--- config.mk ---
export PLATFORM = sky130hd
export DESIGN_NAME = hysteresis_thermostat_with_buttons
export DESIGN_NICKNAME = d
export VERILOG_FILES = /design/src/hw/rtl/htwb_pkg.sv /design/src/hw/rtl/htwb_cfg.sv /design/src/hw/rtl/hysteresis_thermostat_with_buttons.sv
export VERILOG_INCLUDE_DIRS = /design/src /design/src/hw/rtl
export SDC_FILE = /design/constraint.sdc
export NUM_CORES = 1
export LEC_CHECK = 0
export BUFFER_PORTS_ARGS = -buffer_cell sky130_fd_sc_hd__buf_2
export CORE_UTILIZATION = 60
export DETAILED_ROUTE_END_ITERATION = 7
export HOLD_SLACK_MARGIN = 0.08
export PLACE_DENSITY = 0.76
export SYNTH_ARGS = -nofsm -noshare
export SYNTH_HDL_FRONTEND = slang
export SYNTH_SLANG_ARGS = --single-unit
--- constraint.sdc ---
create_clock -name clk_i -period 11.7 [get_ports clk_i]
set_input_delay 0.585 -clock clk_i [delete_from_list [all_inputs] [get_ports clk_i]]
set_output_delay 0.585 -clock clk_i [all_outputs]
set_load 0.01 [all_outputs]
--- src/hw/rtl/hysteresis_thermostat_with_buttons_assert.svh ---
// ---------------------------------------------------------------------------
// Assertion macros for the thermostat block
// Clocked wrappers around concurrent assertions, with and without a reset gate.
// ---------------------------------------------------------------------------
`ifndef HYSTERESIS_THERMOSTAT_WITH_BUTTONS_ASSERT_SVH
`define HYSTERESIS_THERMOSTAT_WITH_BUTTONS_ASSERT_SVH

// Assertion sampled on clk_i, held off while rst_ni is low
`define HTWB_ASSERT(lbl, prop, msg) \
  lbl: assert property (@(posedge clk_i) disable iff (!rst_ni) (prop)) else $error(msg);

// Same, checked also while reset is asserted
`define HTWB_ASSERT_ALWAYS(lbl, prop, msg) \
  lbl: assert property (@(posedge clk_i) (prop)) else $error(msg);

`endif

--- src/hw/rtl/htwb_pkg.sv ---
// ---------------------------------------------------------------------------
// htwb_pkg
// Shared types, register map and helpers for the thermostat block.
// ---------------------------------------------------------------------------
package htwb_pkg;

  // Configuration port geometry
  localparam int unsigned CfgIdxW  = 3;
  localparam int unsigned CfgDataW = 16;

  // Register indexes
  localparam logic [CfgIdxW-1:0] RegMargin      = 3'd0;
  localparam logic [CfgIdxW-1:0] RegStepSize    = 3'd1;
  localparam logic [CfgIdxW-1:0] RegReadPeriod  = 3'd2;
  localparam logic [CfgIdxW-1:0] RegShowTicks   = 3'd3;
  localparam logic [CfgIdxW-1:0] RegRepeatTicks = 3'd4;

  // Register reset values
  localparam logic [7:0]  MarginRst      = 8'd10;
  localparam logic [5:0]  StepSizeRst    = 6'd5;
  localparam logic [15:0] ReadPeriodRst  = 16'd200;
  localparam logic [15:0] ShowTicksRst   = 16'd300;
  localparam logic [15:0] RepeatTicksRst = 16'd25;

  // Target limits and reset, tenths of a degree
  localparam logic signed [11:0] TargetRst = 12'sd240;
  localparam logic signed [13:0] TargetMin = -14'sd500;
  localparam logic signed [13:0] TargetMax = 14'sd1500;

  typedef enum logic [1:0] {
    PWR_UNKNOWN = 2'd0,
    PWR_ON      = 2'd1,
    PWR_OFF     = 2'd2
  } pwr_e;

  typedef enum logic [1:0] {
    SEND_NONE = 2'd0,
    SEND_ON   = 2'd1,
    SEND_OFF  = 2'd2
  } send_e;

  typedef struct packed {
    logic [7:0]  margin;
    logic [5:0]  step_size;
    logic [15:0] read_period;
    logic [15:0] show_ticks;
    logic [15:0] repeat_ticks;
  } cfg_t;

  typedef struct packed {
    logic              warm_pressed;
    logic              cold_pressed;
    logic              reading_ok;
    logic signed [11:0] heat_index;
  } in_t;

  typedef struct packed {
    logic              show_target;
    logic signed [11:0] target_value;
    logic signed [11:0] shown_reading;
    logic              reading_seen;
    send_e             send_code;
    pwr_e              power_state;
  } out_t;

  // Saturate a widened target back into the legal range
  function automatic logic signed [11:0] clamp_target(input logic signed [13:0] v);
    logic signed [13:0] r;
    r = v;
    if (v < TargetMin) r = TargetMin;
    if (v > TargetMax) r = TargetMax;
    return r[11:0];
  endfunction

endpackage

--- src/hw/rtl/htwb_cfg.sv ---
// ---------------------------------------------------------------------------
// htwb_cfg
// Configuration register file: decodes writes and masks data to width.
// ---------------------------------------------------------------------------
module htwb_cfg
  import htwb_pkg::*;
(
  input  logic                clk_i,
  input  logic                rst_ni,
  input  logic                cfg_we_i,
  input  logic [CfgIdxW-1:0]  cfg_idx_i,
  input  logic [CfgDataW-1:0] cfg_wdata_i,
  output cfg_t                cfg_o
);

  cfg_t cfg_q, cfg_d;

  // Write decode; unknown indexes are dropped
  always_comb begin
    cfg_d = cfg_q;
    if (cfg_we_i) begin
      unique case (cfg_idx_i)
        RegMargin:      cfg_d.margin       = cfg_wdata_i[7:0];
        RegStepSize:    cfg_d.step_size    = cfg_wdata_i[5:0];
        RegReadPeriod:  cfg_d.read_period  = cfg_wdata_i;
        RegShowTicks:   cfg_d.show_ticks   = cfg_wdata_i;
        RegRepeatTicks: cfg_d.repeat_ticks = cfg_wdata_i;
        default:        cfg_d = cfg_q;
      endcase
    end
  end

  always_ff @(posedge clk_i or negedge rst_ni) begin
    if (!rst_ni) begin
      cfg_q.margin       <= MarginRst;
      cfg_q.step_size    <= StepSizeRst;
      cfg_q.read_period  <= ReadPeriodRst;
      cfg_q.show_ticks   <= ShowTicksRst;
      cfg_q.repeat_ticks <= RepeatTicksRst;
    end else begin
      cfg_q <= cfg_d;
    end
  end

  assign cfg_o = cfg_q;

endmodule

--- src/hw/rtl/hysteresis_thermostat_with_buttons.sv ---
// ---------------------------------------------------------------------------
// hysteresis_thermostat_with_buttons
// Bang-bang thermostat with hysteresis band and two target-step buttons.
// ---------------------------------------------------------------------------
// Usage:
//   Input channel (in_valid_i/in_ready_o/in_data_i) carries one tick per beat:
//   two button levels, a sensor-ok flag and a signed heat index. Output channel
//   (out_valid_o/out_ready_i/out_data_o) returns exactly one result beat per
//   input beat, in order.
//   Path: an accepted beat goes into the input register, then into the result
//   register together with the state update, and is presented at out_valid_o.
//   Throughput: one beat per cycle while out_ready_i stays high; all tick work is a single pass of adds,
//   compares and countdowns between the two registers.
//   Stall: when out_ready_i is low with a result presented, the result register holds; the input
//   register still takes one more beat, after which in_ready_o drops.
//   Reset: registers return to their documented values (margin 10, step 5,
//   period 200, show 300, repeat 25), target 24.0 degrees, power unknown,
//   counters zero, both stages empty. No clearing pass.
//   Config (cfg_we_i/cfg_idx_i/cfg_wdata_i) is written while no beat is in
//   flight; writes take effect at the next edge.
// ---------------------------------------------------------------------------
`include "hysteresis_thermostat_with_buttons_assert.svh"

module hysteresis_thermostat_with_buttons
  import htwb_pkg::*;
(
  input  logic                clk_i,
  input  logic                rst_ni,
  input  logic                cfg_we_i,
  input  logic [CfgIdxW-1:0]  cfg_idx_i,
  input  logic [CfgDataW-1:0] cfg_wdata_i,
  input  logic                in_valid_i,
  output logic                in_ready_o,
  input  in_t                 in_data_i,
  output logic                out_valid_o,
  input  logic                out_ready_i,
  output out_t                out_data_o
);

  cfg_t cfg;

  htwb_cfg u_cfg (
    .clk_i      (clk_i),
    .rst_ni     (rst_ni),
    .cfg_we_i   (cfg_we_i),
    .cfg_idx_i  (cfg_idx_i),
    .cfg_wdata_i(cfg_wdata_i),
    .cfg_o      (cfg)
  );

  // Pipeline handshake
  logic s1_valid_q, out_valid_q;
  in_t  s1_q;
  out_t out_q, out_d;
  logic s2_ready, s2_fire;

  assign s2_ready   = !out_valid_q || out_ready_i;
  assign s2_fire    = s1_valid_q && s2_ready;
  assign in_ready_o = !s1_valid_q || s2_ready;

  // Thermostat state
  logic signed [11:0] target_q, target_d;
  pwr_e               heater_q, heater_d;
  logic signed [11:0] last_rd_q, last_rd_d;
  logic               have_rd_q, have_rd_d;
  logic [15:0]        phase_q, phase_d;
  logic [15:0]        holdoff_q, holdoff_d;
  logic [15:0]        window_q, window_d;

  // Tick evaluation
  logic [15:0]        window_dec, holdoff_dec;
  logic               window_open, acc_warm, acc_cold;
  logic signed [13:0] step_s, margin_s, hi_s, t_tmp, lo_thr, hi_thr;
  logic signed [11:0] t_warm;
  send_e              send;

  always_comb begin
    window_dec  = (window_q != '0) ? window_q - 16'd1 : window_q;
    holdoff_dec = (holdoff_q != '0) ? holdoff_q - 16'd1 : holdoff_q;
    window_open = (window_dec != '0);
    acc_warm    = s1_q.warm_pressed && (holdoff_dec == '0);
    acc_cold    = s1_q.cold_pressed && (holdoff_dec == '0);
    step_s      = $signed({8'd0, cfg.step_size});
    margin_s    = $signed({6'd0, cfg.margin});
    hi_s        = 14'(s1_q.heat_index);

    // Button steps: warm first, then cold, each saturated
    t_tmp  = 14'(target_q) + step_s;
    t_warm = (acc_warm && window_open) ? clamp_target(t_tmp) : target_q;
    t_tmp  = 14'(t_warm) - step_s;
    target_d = (acc_cold && window_open) ? clamp_target(t_tmp) : t_warm;

    // Holdoff and show window
    holdoff_d = holdoff_dec;
    window_d  = window_dec;
    if (!s1_q.warm_pressed && !s1_q.cold_pressed) holdoff_d = '0;
    if (acc_warm || acc_cold) begin
      holdoff_d = cfg.repeat_ticks;
      window_d  = cfg.show_ticks;
    end

    // Sensor evaluation every read_period ticks
    phase_d   = phase_q + 16'd1;
    last_rd_d = last_rd_q;
    have_rd_d = have_rd_q;
    heater_d  = heater_q;
    send      = SEND_NONE;
    lo_thr    = 14'(target_d) - margin_s;
    hi_thr    = 14'(target_d) + margin_s;
    if (phase_d >= cfg.read_period) begin
      phase_d = '0;
      if (s1_q.reading_ok) begin
        last_rd_d = s1_q.heat_index;
        have_rd_d = 1'b1;
        if (hi_s < lo_thr && heater_d != PWR_ON) begin
          send     = SEND_ON;
          heater_d = PWR_ON;
        end
        if (hi_s > hi_thr && heater_d != PWR_OFF) begin
          send     = SEND_OFF;
          heater_d = PWR_OFF;
        end
      end
    end

    out_d.show_target   = window_open;
    out_d.target_value  = target_d;
    out_d.shown_reading = last_rd_d;
    out_d.reading_seen  = have_rd_d;
    out_d.send_code     = send;
    out_d.power_state   = heater_d;
  end

  // Control and state registers
  always_ff @(posedge clk_i or negedge rst_ni) begin
    if (!rst_ni) begin
      s1_valid_q  <= 1'b0;
      out_valid_q <= 1'b0;
      target_q    <= TargetRst;
      heater_q    <= PWR_UNKNOWN;
      last_rd_q   <= '0;
      have_rd_q   <= 1'b0;
      phase_q     <= '0;
      holdoff_q   <= '0;
      window_q    <= '0;
    end else begin
      if (in_ready_o) s1_valid_q <= in_valid_i;
      if (s2_ready)   out_valid_q <= s1_valid_q;
      if (s2_fire) begin
        target_q  <= target_d;
        heater_q  <= heater_d;
        last_rd_q <= last_rd_d;
        have_rd_q <= have_rd_d;
        phase_q   <= phase_d;
        holdoff_q <= holdoff_d;
        window_q  <= window_d;
      end
    end
  end

  // Payload registers
  always_ff @(posedge clk_i) begin
    if (in_ready_o && in_valid_i) s1_q <= in_data_i;
    if (s2_fire) out_q <= out_d;
  end

  assign out_valid_o = out_valid_q;
  assign out_data_o  = out_q;

  // Checks
  `HTWB_ASSERT(a_send_needs_reading,
    (out_valid_q && out_q.send_code != SEND_NONE) |-> out_q.reading_seen,
    "heater command without any stored reading")
  `HTWB_ASSERT(a_send_matches_power,
    (out_valid_q && out_q.send_code == SEND_ON) |-> (out_q.power_state == PWR_ON),
    "heater-on command but power state not on")
  `HTWB_ASSERT(a_target_range,
    (target_q >= 12'sh E0C) && (target_q <= 12'sd1500),
    "target left the legal range")
  `HTWB_ASSERT(a_stall_only_when_full,
    !in_ready_o |-> (s1_valid_q && out_valid_q && !out_ready_i),
    "input stalled while the pipeline has room")

endmodule

==> results.rst, run 1 <==
.. list-table::
   :header-rows: 1

   * - Metric
     - Value
   * - Outcome
     - complete, no violations
   * - Worst-path clk slew
     - roughly 80 ps
   * - Crit. Startpoint
     - holdoff_q[8]$_DFFE_PN0P_
   * - Buffer count from post-CTS setup fixing
     - 0
   * - Aggregate routed wire length
     - about 28000 um
   * - Hold slack final
     - 173 ps
   * - Time the final worst path needs with I/O delays and setup
     - around 11000 ps
   * - Fraction of the cycle the final worst path needs
     - approximately 92%
   * - Critical path start-end classification
     - flop to flop
   * - Max-cap violation count
     - 0
   * - Most used DFF post-synth
     - dfrtp_1
   * - Warnings, synthesis
     - 0
   * - DRC violations left
     - 0
   * - Layout cells sized above 1
     - 17.8%
   * - # H-tree levels
     - 4
   * - Library cell contributing the largest single delay on the critical path
     - or4_4
   * - Antenna violations before repair
     - 1
   * - Standard-cell row count
     - 50
   * - Mean area per synthesized cell
     - 9.41 sq um
   * - DRC marker count from the first detailed-route iteration
     - 603
   * - Clock skew
     - 14.7 ps
   * - Min-Delay Path Class
     - input port to async pin
   * - Slew @ Worst Pin
     - about 1200 ps
   * - Cell area after synthesis
     - 11700 sq um
   * - Area of the die
     - 20100 sq um
   * - Number of nets still failing antenna checks after routing
     - 0
   * - Placed Area
     - 12300 sq um
   * - Achievable clock frequency
     - 0.0933 GHz
   * - Cell total after placement
     - 1539
   * - Fraction of synthesized cell area taken by the top area cell type
     - 25.8%
   * - R2R depth
     - 45
   * - Synth cell types
     - 84
   * - Sequential cell area fraction in the yosys report
     - 41.3%
   * - Initial cell density of the core
     - 61.9%
   * - Capturing element type of the critical path
     - flop
   * - Slack of the worst reg-to-reg path
     - 980 ps
   * - Core area
     - ~19000 sq um
   * - Critical path launch point type
     - flop
   * - Num CTS Buffers
     - 17
   * - Die width
     - 142 um
   * - Post-synthesis sequential element count
     - 184
   * - Buffers & Inverters on Critical Path
     - 2
   * - Cell type with the largest total area after synthesis
     - dfrtp_1
   * - Number of buffers between clock root and the deepest sink
     - 2
   * - Required arrival time at the worst endpoint
     - 11940 ps
   * - GR Overflow Total
     - 0
   * - Post-synth net total
     - about 1400
   * - Critical-path maximum fanout
     - 12
   * - CTS tree
     - built
   * - Detailed-routing iteration count for the pre-antenna-repair pass
     - 5
   * - Filler-free cell count of the finished design
     - 1572
   * - Global-route wire length before repair
     - around 46000 um
   * - Pleak
     - 5.73 nW
   * - Reg-to-Reg Start
     - holdoff_q[8]$_DFFE_PN0P_
   * - Count of endpoints failing hold in the final timing report
     - 0
   * - Via count of the first global-routing pass
     - 9235
   * - Cells taking the most area after synthesis
     - dfrtp_1 26%, edfxtp_1 12%, ha_1 7.7%, mux2_2 6.2%, o21ai_0 5.2%
   * - Fillcell total
     - 1464
   * - Chip Height
     - 142 um
   * - Total number of vias
     - approximately 9500
   * - Count of final max-slew check failures
     - 0
   * - Endpoint arrival time on the critical path
     - approximately 11000 ps
   * - Top Ports
     - 71
   * - Routed length per instance
     - 18.1 um
   * - Number of buffers inserted by port buffering
     - 70
   * - Crit-path most repeated cell
     - nor2_1
   * - Clock root buffer
     - clkbuf_16
   * - Final Cell Area
     - ~13000 sq um
   * - IR Drop Worst-Case VDD
     - between 0.1 and 0.15 mV
   * - Largest delay contributor family on the critical path
     - simple AND/OR/NAND/NOR gates
   * - Placer Congestion
     - 0.923
   * - Post-Synthesis Cells
     - 1248
   * - Detailed-placement wirelength estimate
     - 20500 um
   * - Worst relative slew slack
     - 18.5%
   * - Source-to-sink clock delay at the later pin of the worst-skew pair
     - 450 ps
   * - CTS Sinks
     - 184
   * - Maximum number of pins on one net before global-route repair
     - 87
   * - Post-DR vias/cell
     - 6.03
   * - Worst reg2reg path endpoint
     - out_data_o[2]$_SDFFCE_PP0P_
   * - EDFF count, synth
     - 45
   * - Combined flip-flop and latch cell area
     - between 4000 and 5000 sq um
   * - Power density over the cells
     - roughly 240 nW/um^2
   * - Net count of the finished layout
     - ~1400
   * - Post-synthesis to final-layout area growth
     - 10.1%
   * - Share of flip-flops with an asynchronous set or reset after synthesis
     - 75.5%
   * - Setup Viol. Count Final
     - 0
   * - Critical path's largest stage delay
     - 600 ps
   * - Global-route usage over all layers
     - between 20% and 30%
   * - Area of the multi-input gates
     - ~6500 sq um
-- cells in the final DEF, fill, tap and decap left out, types with 45 or more instances in the layout --
master	count
a21oi_1	76
buf_2	69
dfrtp_1	121
edfxtp_1	45
ha_1	72
inv_1	65
mux2_2	65
nand2_1	136
nor2_1	98
o21ai_0	122
-- state kept, by name (all words and copies together), names as in the netlist --
name and flops:
s1_valid_q 1, out_data_o 30, last_rd_q 12, out_valid_o 1, target_q 12, have_rd_q 1
hi_s 12, holdoff_q 16, phase_q 16, s1_q 3, heater_q 2, window_q 16
u_cfg.cfg_o 62
-- power breakdown --
group | switching (W) | internal [W] | leakage [nW]
logic | 0.000871 | 0.000622 | 3.28
clock network | 0.000292 | 0.000306 | 0.285
registers | 0.000150 | 0.000805 | 2.16
total | 0.00131 | 0.00173 | 5.73
-- logic make-up after synthesis --
family | after synthesis | share of synthesized area (%)
simple gates | 420 | 17.9
compound gates | 330 | 17.6
flops | 184 | 41.3
buf+inv | 111 | 3.84
fa+ha+maj | 76 | 8.35
mux | 72 | 6.87
xor+xnor | 55 | 4.17
-- worst max-delay path by stage --
stage / endpoint / slack [ps] / cells after the start
floorplan: out_data_o[2]$_SDFFCE_PP0P_ / 2270 / 51
global placement: out_data_o[2]$_SDFFCE_PP0P_ / 1330 / 47
detailed placement: heater_q[0]$_DFFE_PN0P_ / 1060 / 49
CTS: out_data_o[2]$_SDFFCE_PP0P_ / 980 / 45
global route: heater_q[0]$_DFFE_PN0P_ / -50 / 47
finish: out_data_o[2]$_SDFFCE_PP0P_ / 980 / 45
-- worst reg2reg max path: cells and delay by family (launching register included) --
kind                       cells  cell delay [ps]
adders and majority gates      3              960
muxes                          1              410
xor gates and xnor gates       1              150
AOI/OAI and AO/OA             14             2840
buffers and inverters          2              200
and+or+nand+nor               24             5500
DFF                            1              470
-- per-stage QoR --
stage                     setup slack [ps]  power [W]  TNS, ps  utilization (%)
after floorplan                       2270    0.00208        0                -
after global placement                1330    0.00239        0             64.8
after detailed placement              1060    0.00242        0             64.8
after CTS                              982    0.00303        0             68.1
after global routing                 -54.2    0.00326     -104             68.2
final                                  977    0.00305        0             68.2
-- Yosys cell counts, drive strengths merged (5+ instances only) --
cell,count
inv,66
nand4,11
a21boi,5
nor3b,6
nor2,101
mux2i,6
a22oi,7
nand2b,18
o21a,18
o211ai,7
and2,11
nor4,10
or2,8
nand2,137
o22a,5
o21bai,5
o31ai,6
xor2,16
clkbuf,38
a21o,15
nand3,32
nor2b,19
o41ai,6
or4,6
and3,14
nor3,24
o21ai,129
buf,7
xnor2,39
a21oi,76
or3,9
ha,72
a31oi,13
mux2,66
dfstp,18
edfxtp,45
dfrtp,121
-- area by class of cell --
cell class | count | share of cell area (%)
Clock buffer | 17 | 3.29
Tap cell | 260 | 2.52
Clock inverter | 15 | 1.46
Antenna cell | 1 | 0.0194
Multi-Input combinational cell | 953 | 50.2
Sequential cell | 184 | 37.5
Inverter | 66 | 1.92
Timing Repair Buffer | 76 | 3.11
-- repair_timing --
item | 4_1_cts | 5_1_grt
gates resized for setup | 0 | 4
hold buffers | 0 | 0
endpoints found under the setup margin | 0 | 5
-- per-layer routing --
layer  up-vias  part of all wire, %  GRT usage [%]
met1      4567                   44           38.5
met4         0                  2.5           11.7
li1       4577                    -              -
met3        54                  4.9           4.52
met2       286                   49           49.6
met5         -                    0              0
Power figures use the tool's default switching activity.
==> run 2: changes to the inputs <==
--- a/config.mk
+++ b/config.mk
@@ -7,10 +7,10 @@
 export NUM_CORES = 1
 export LEC_CHECK = 0
 export BUFFER_PORTS_ARGS = -buffer_cell sky130_fd_sc_hd__buf_2
-export CORE_UTILIZATION = 60
+export CORE_UTILIZATION = 56
 export DETAILED_ROUTE_END_ITERATION = 7
 export HOLD_SLACK_MARGIN = 0.08
-export PLACE_DENSITY = 0.76
+export PLACE_DENSITY = 0.74
 export SYNTH_ARGS = -nofsm -noshare
 export SYNTH_HDL_FRONTEND = slang
 export SYNTH_SLANG_ARGS = --single-unit
==> constraint.sdc (replaced) <==
create_clock -name clk_i -period 9 [get_ports clk_i]
set_input_delay 0.45 -clock clk_i [delete_from_list [all_inputs] [get_ports clk_i]]
set_output_delay 0.45 -clock clk_i [all_outputs]
set_load 0.01 [all_outputs]
==> run 2 against run 1 <==
Net effect: the flow now finishes with violations (negative setup slack); hold slack worse by 120 ps; global-route usage down 0.23 points; sequential share of layout area decreased by 3.8 points; final cell count increased by 9.1%; register-to-register slack worse by 1100 ps; combinational power increased by 83%; utilization increased by 2.5 points.
==> results.rst, run 2 (synthesis gave the netlist of run 1 again) <==
.. list-table::
   :header-rows: 1

   * - Metric
     - Value
   * - Time the final worst path needs with I/O delays and setup
     - 9090 ps (was 10720 ps)
   * - Critical-path maximum fanout
     - 6 (was 12)
   * - CTS tree
     - built (unchanged)
   * - Aggregate routed wire length
     - 31700 um (was 28400 um)
   * - Source-to-sink clock delay at the later pin of the worst-skew pair
     - 450 ps (about the same)
   * - Routed length per instance
     - 18.5 um (was 18.1 um)
   * - Worst-path clk slew
     - 80 ps (about the same)
   * - Number of nets still failing antenna checks after routing
     - 0 (unchanged)
   * - Number of buffers inserted by port buffering
     - 70 (unchanged)
   * - Largest delay contributor family on the critical path
     - compound AO/OA/AOI/OAI gates (was simple AND/OR/NAND/NOR gates)
   * - Worst reg2reg path endpoint
     - out_data_o[0]$_DFFE_PP_ (was out_data_o[2]$_SDFFCE_PP0P_)
   * - Hold slack final
     - 50.2 ps (was 173 ps)
   * - DRC marker count from the first detailed-route iteration
     - 688 (was 603)
   * - Cell total after placement
     - 1653 (was 1539)
   * - Unrepaired setup endpoints after global routing
     - true
   * - Antenna violations before repair
     - 0 (was 1)
   * - Core area
     - 20400 sq um (was 19000 sq um)
   * - Slew @ Worst Pin
     - 1210 ps (about the same)
   * - R2R depth
     - 42 (was 45)
   * - Post-synthesis to final-layout area growth
     - 22.6% (was 10.1%)
   * - Fraction of the cycle the final worst path needs
     - 101% (was 91.6%)
   * - Clock root buffer
     - clkbuf_16 (unchanged)
   * - CTS Sinks
     - 184 (unchanged)
   * - Filler-free cell count of the finished design
     - 1715 (was 1572)
   * - IR Drop Worst-Case VDD
     - 0.191 mV (was 0.147 mV)
   * - Most frequent cells in the layout
     - 136 x nand2_1, 135 x buf_4, 120 x dfrtp_1 (was 136 x nand2_1, 122 x o21ai_0, 121 x dfrtp_1)
   * - Maximum number of pins on one net before global-route repair
     - 82 (was 87)
   * - Critical path launch point type
     - flop (unchanged)
   * - Buffers & Inverters on Critical Path
     - 3 (was 2)
   * - Initial cell density of the core
     - 57.7% (was 61.9%)
   * - Clock skew
     - 16.0 ps (was 14.7 ps)
   * - Total number of vias
     - 10262 (was 9484)
   * - Required arrival time at the worst endpoint
     - 9280 ps (was 11940 ps)
   * - DRC violations left
     - 0 (unchanged)
   * - Achievable clock frequency
     - 0.110 GHz (was 0.0933 GHz)
   * - Area of the multi-input gates
     - 6930 sq um (was 6480 sq um)
   * - Library cell contributing the largest single delay on the critical path
     - or4_4 (unchanged)
   * - Power density over the cells
     - 325 nW/um^2 (was 236 nW/um^2)
   * - Max-cap violation count
     - 0 (unchanged)
   * - Pleak
     - 6.44 nW (was 5.73 nW)
   * - Min-Delay Path Class
     - input port to async pin (unchanged)
   * - Global-route usage over all layers
     - 29.3% (was 29.6%)
   * - Detailed-routing iteration count for the pre-antenna-repair pass
     - 5 (unchanged)
   * - Setup Viol. Count Final
     - 6 (was 0)
   * - GR Overflow Total
     - 0 (unchanged)
   * - Number of diodes added for antenna fixing
     - 0 (was 1)
   * - Setup Slack @ Placement
     - -324 ps (was 1060 ps)
   * - Violations in the final reports
     - negative setup slack
   * - Critical path start-end classification
     - flop to flop (unchanged)
   * - Slack of the worst reg-to-reg path
     - -90 ps (was 980 ps)
   * - Net count of the finished layout
     - 1547 (was 1413)
   * - Placer Congestion
     - 0.951 (was 0.923)
   * - Total Negative Setup Slacks
     - -364 ps (was 0 ps)
   * - Critical path's largest stage delay
     - 590 ps (was 600 ps)
   * - Most common library cell in the layout ignoring fill and taps
     - nand2_1 (unchanged)
   * - Via count of the first global-routing pass
     - 9937 (was 9235)
   * - Crit-path most repeated cell
     - o21a_1 (was nor2_1)
   * - Chip Height
     - 147 um (was 142 um)
   * - Standard-cell row count
     - 52 (was 50)
   * - Fillcell total
     - 1508 (was 1464)
   * - Num CTS Buffers
     - 17 (unchanged)
   * - Hold-fix buffers, CTS
     - 0 (unchanged)
   * - Post-DR vias/cell
     - 5.98 (was 6.03)
   * - Layout cells sized above 1
     - 30.5% (was 17.8%)
   * - # H-tree levels
     - 4 (unchanged)
   * - Minimum setup slack in the final design
     - -93.8 ps (was 977 ps)
   * - Endpoint arrival time on the critical path
     - 9380 ps (was 10960 ps)
   * - Reg-to-Reg Start
     - holdoff_q[9]$_DFFE_PN0P_ (was holdoff_q[8]$_DFFE_PN0P_)
   * - Capturing element type of the critical path
     - flop (unchanged)
   * - Worst relative slew slack
     - 18.6% (was 18.5%)
   * - Largest register FFs
     - 62 (unchanged)
   * - Count of final max-slew check failures
     - 0 (unchanged)
   * - Combined flip-flop and latch cell area
     - 4850 sq um (about the same)
   * - Area of the die
     - 21600 sq um (was 20100 sq um)
   * - Die width
     - 147 um (was 142 um)
   * - Count of endpoints failing hold in the final timing report
     - 0 (unchanged)
   * - Detailed-placement wirelength estimate
     - 22100 um (was 20500 um)
   * - Top Ports
     - 71 (unchanged)
   * - Number of buffers between clock root and the deepest sink
     - 2 (unchanged)
   * - Outcome
     - finished, violations left (was complete, no violations)
   * - Global-route wire length before repair
     - 49900 um (was 46200 um)
==> run 2: cell types whose count changed in the layout (fill, tap and decap cells not counted), sizes merged <==
| cell | before | now |
|---|---|---|
| buf | 76 | 210 |
| bufinv | 1 | 0 |
| diode | 1 | 0 |
| inv | 70 | 71 |
==> run 2: per-layer routing <==
layer | GRT usage (%) | up-vias | routed length (um)
li1 | - | 4844 | -
met5 | 0 | - | 0
met3 | 3.98 | 83 | 1460
met1 | 37.3 | 4989 | 13400
met2 | 51.4 | 346 | 16000
met4 | 9.74 | 0 | 816
==> run 2: layout make-up <==
cell class              instances  area share, %
inverters                      66           1.72
well taps                     270           2.35
flip-flops and latches        184           33.7
clock inverters                15           1.13
repair buffers                210           10.0
clock buffers                  17           2.96
multi-input cells             953           48.1
==> run 2: timing repair <==
action                     in CTS  in global routing
pin swaps                      10                 46
setup endpoints to repair       6                  6
gates resized for setup        23                 80
buffers inserted                3                 27
==> run 2: worst max-delay path by stage <==
stage                                             end                startpoint  slack, ps  cells past startpoint
final                         out_data_o[0]$_DFFE_PP_  holdoff_q[9]$_DFFE_PN0P_        -90                     42
after global routing      out_data_o[3]$_SDFFCE_PN0P_  holdoff_q[9]$_DFFE_PN0P_       -500                     50
after CTS                 out_data_o[2]$_SDFFCE_PP0P_   target_q[0]$_DFFE_PN0P_          3                     52
after detailed placement  out_data_o[2]$_SDFFCE_PP0P_   target_q[0]$_DFFE_PN0P_       -320                     44
after global placement    out_data_o[2]$_SDFFCE_PP0P_   target_q[0]$_DFFE_PN0P_         10                     44
after floorplan           out_data_o[2]$_SDFFCE_PP0P_  holdoff_q[4]$_DFFE_PN0P_          9                     41
==> run 2: through the flow <==
| stage | utilization (%) | cell area, sq um | total power (W) |
|---|---|---|---|
| 3_3_place_gp | 64.6 | 13100 | 0.00346 |
| 3_5_place_dp | 64.6 | 13100 | 0.00352 |
| 2_1_floorplan | - | 11800 | 0.00273 |
| 4_1_cts | 68.0 | 13800 | 0.00433 |
| 5_1_grt | 70.7 | 14400 | 0.00497 |
| 6_report | 70.7 | 14400 | 0.00468 |
==> run 2: power breakdown <==
| part | switching, W | leakage (nW) | internal (W) |
|---|---|---|---|
| registers | 0.000162 | 2.16 | 0.00105 |
| logic | 0.00143 | 4.01 | 0.00129 |
| clock network | 0.000373 | 0.274 | 0.000370 |
| total | 0.00197 | 6.44 | 0.00271 |
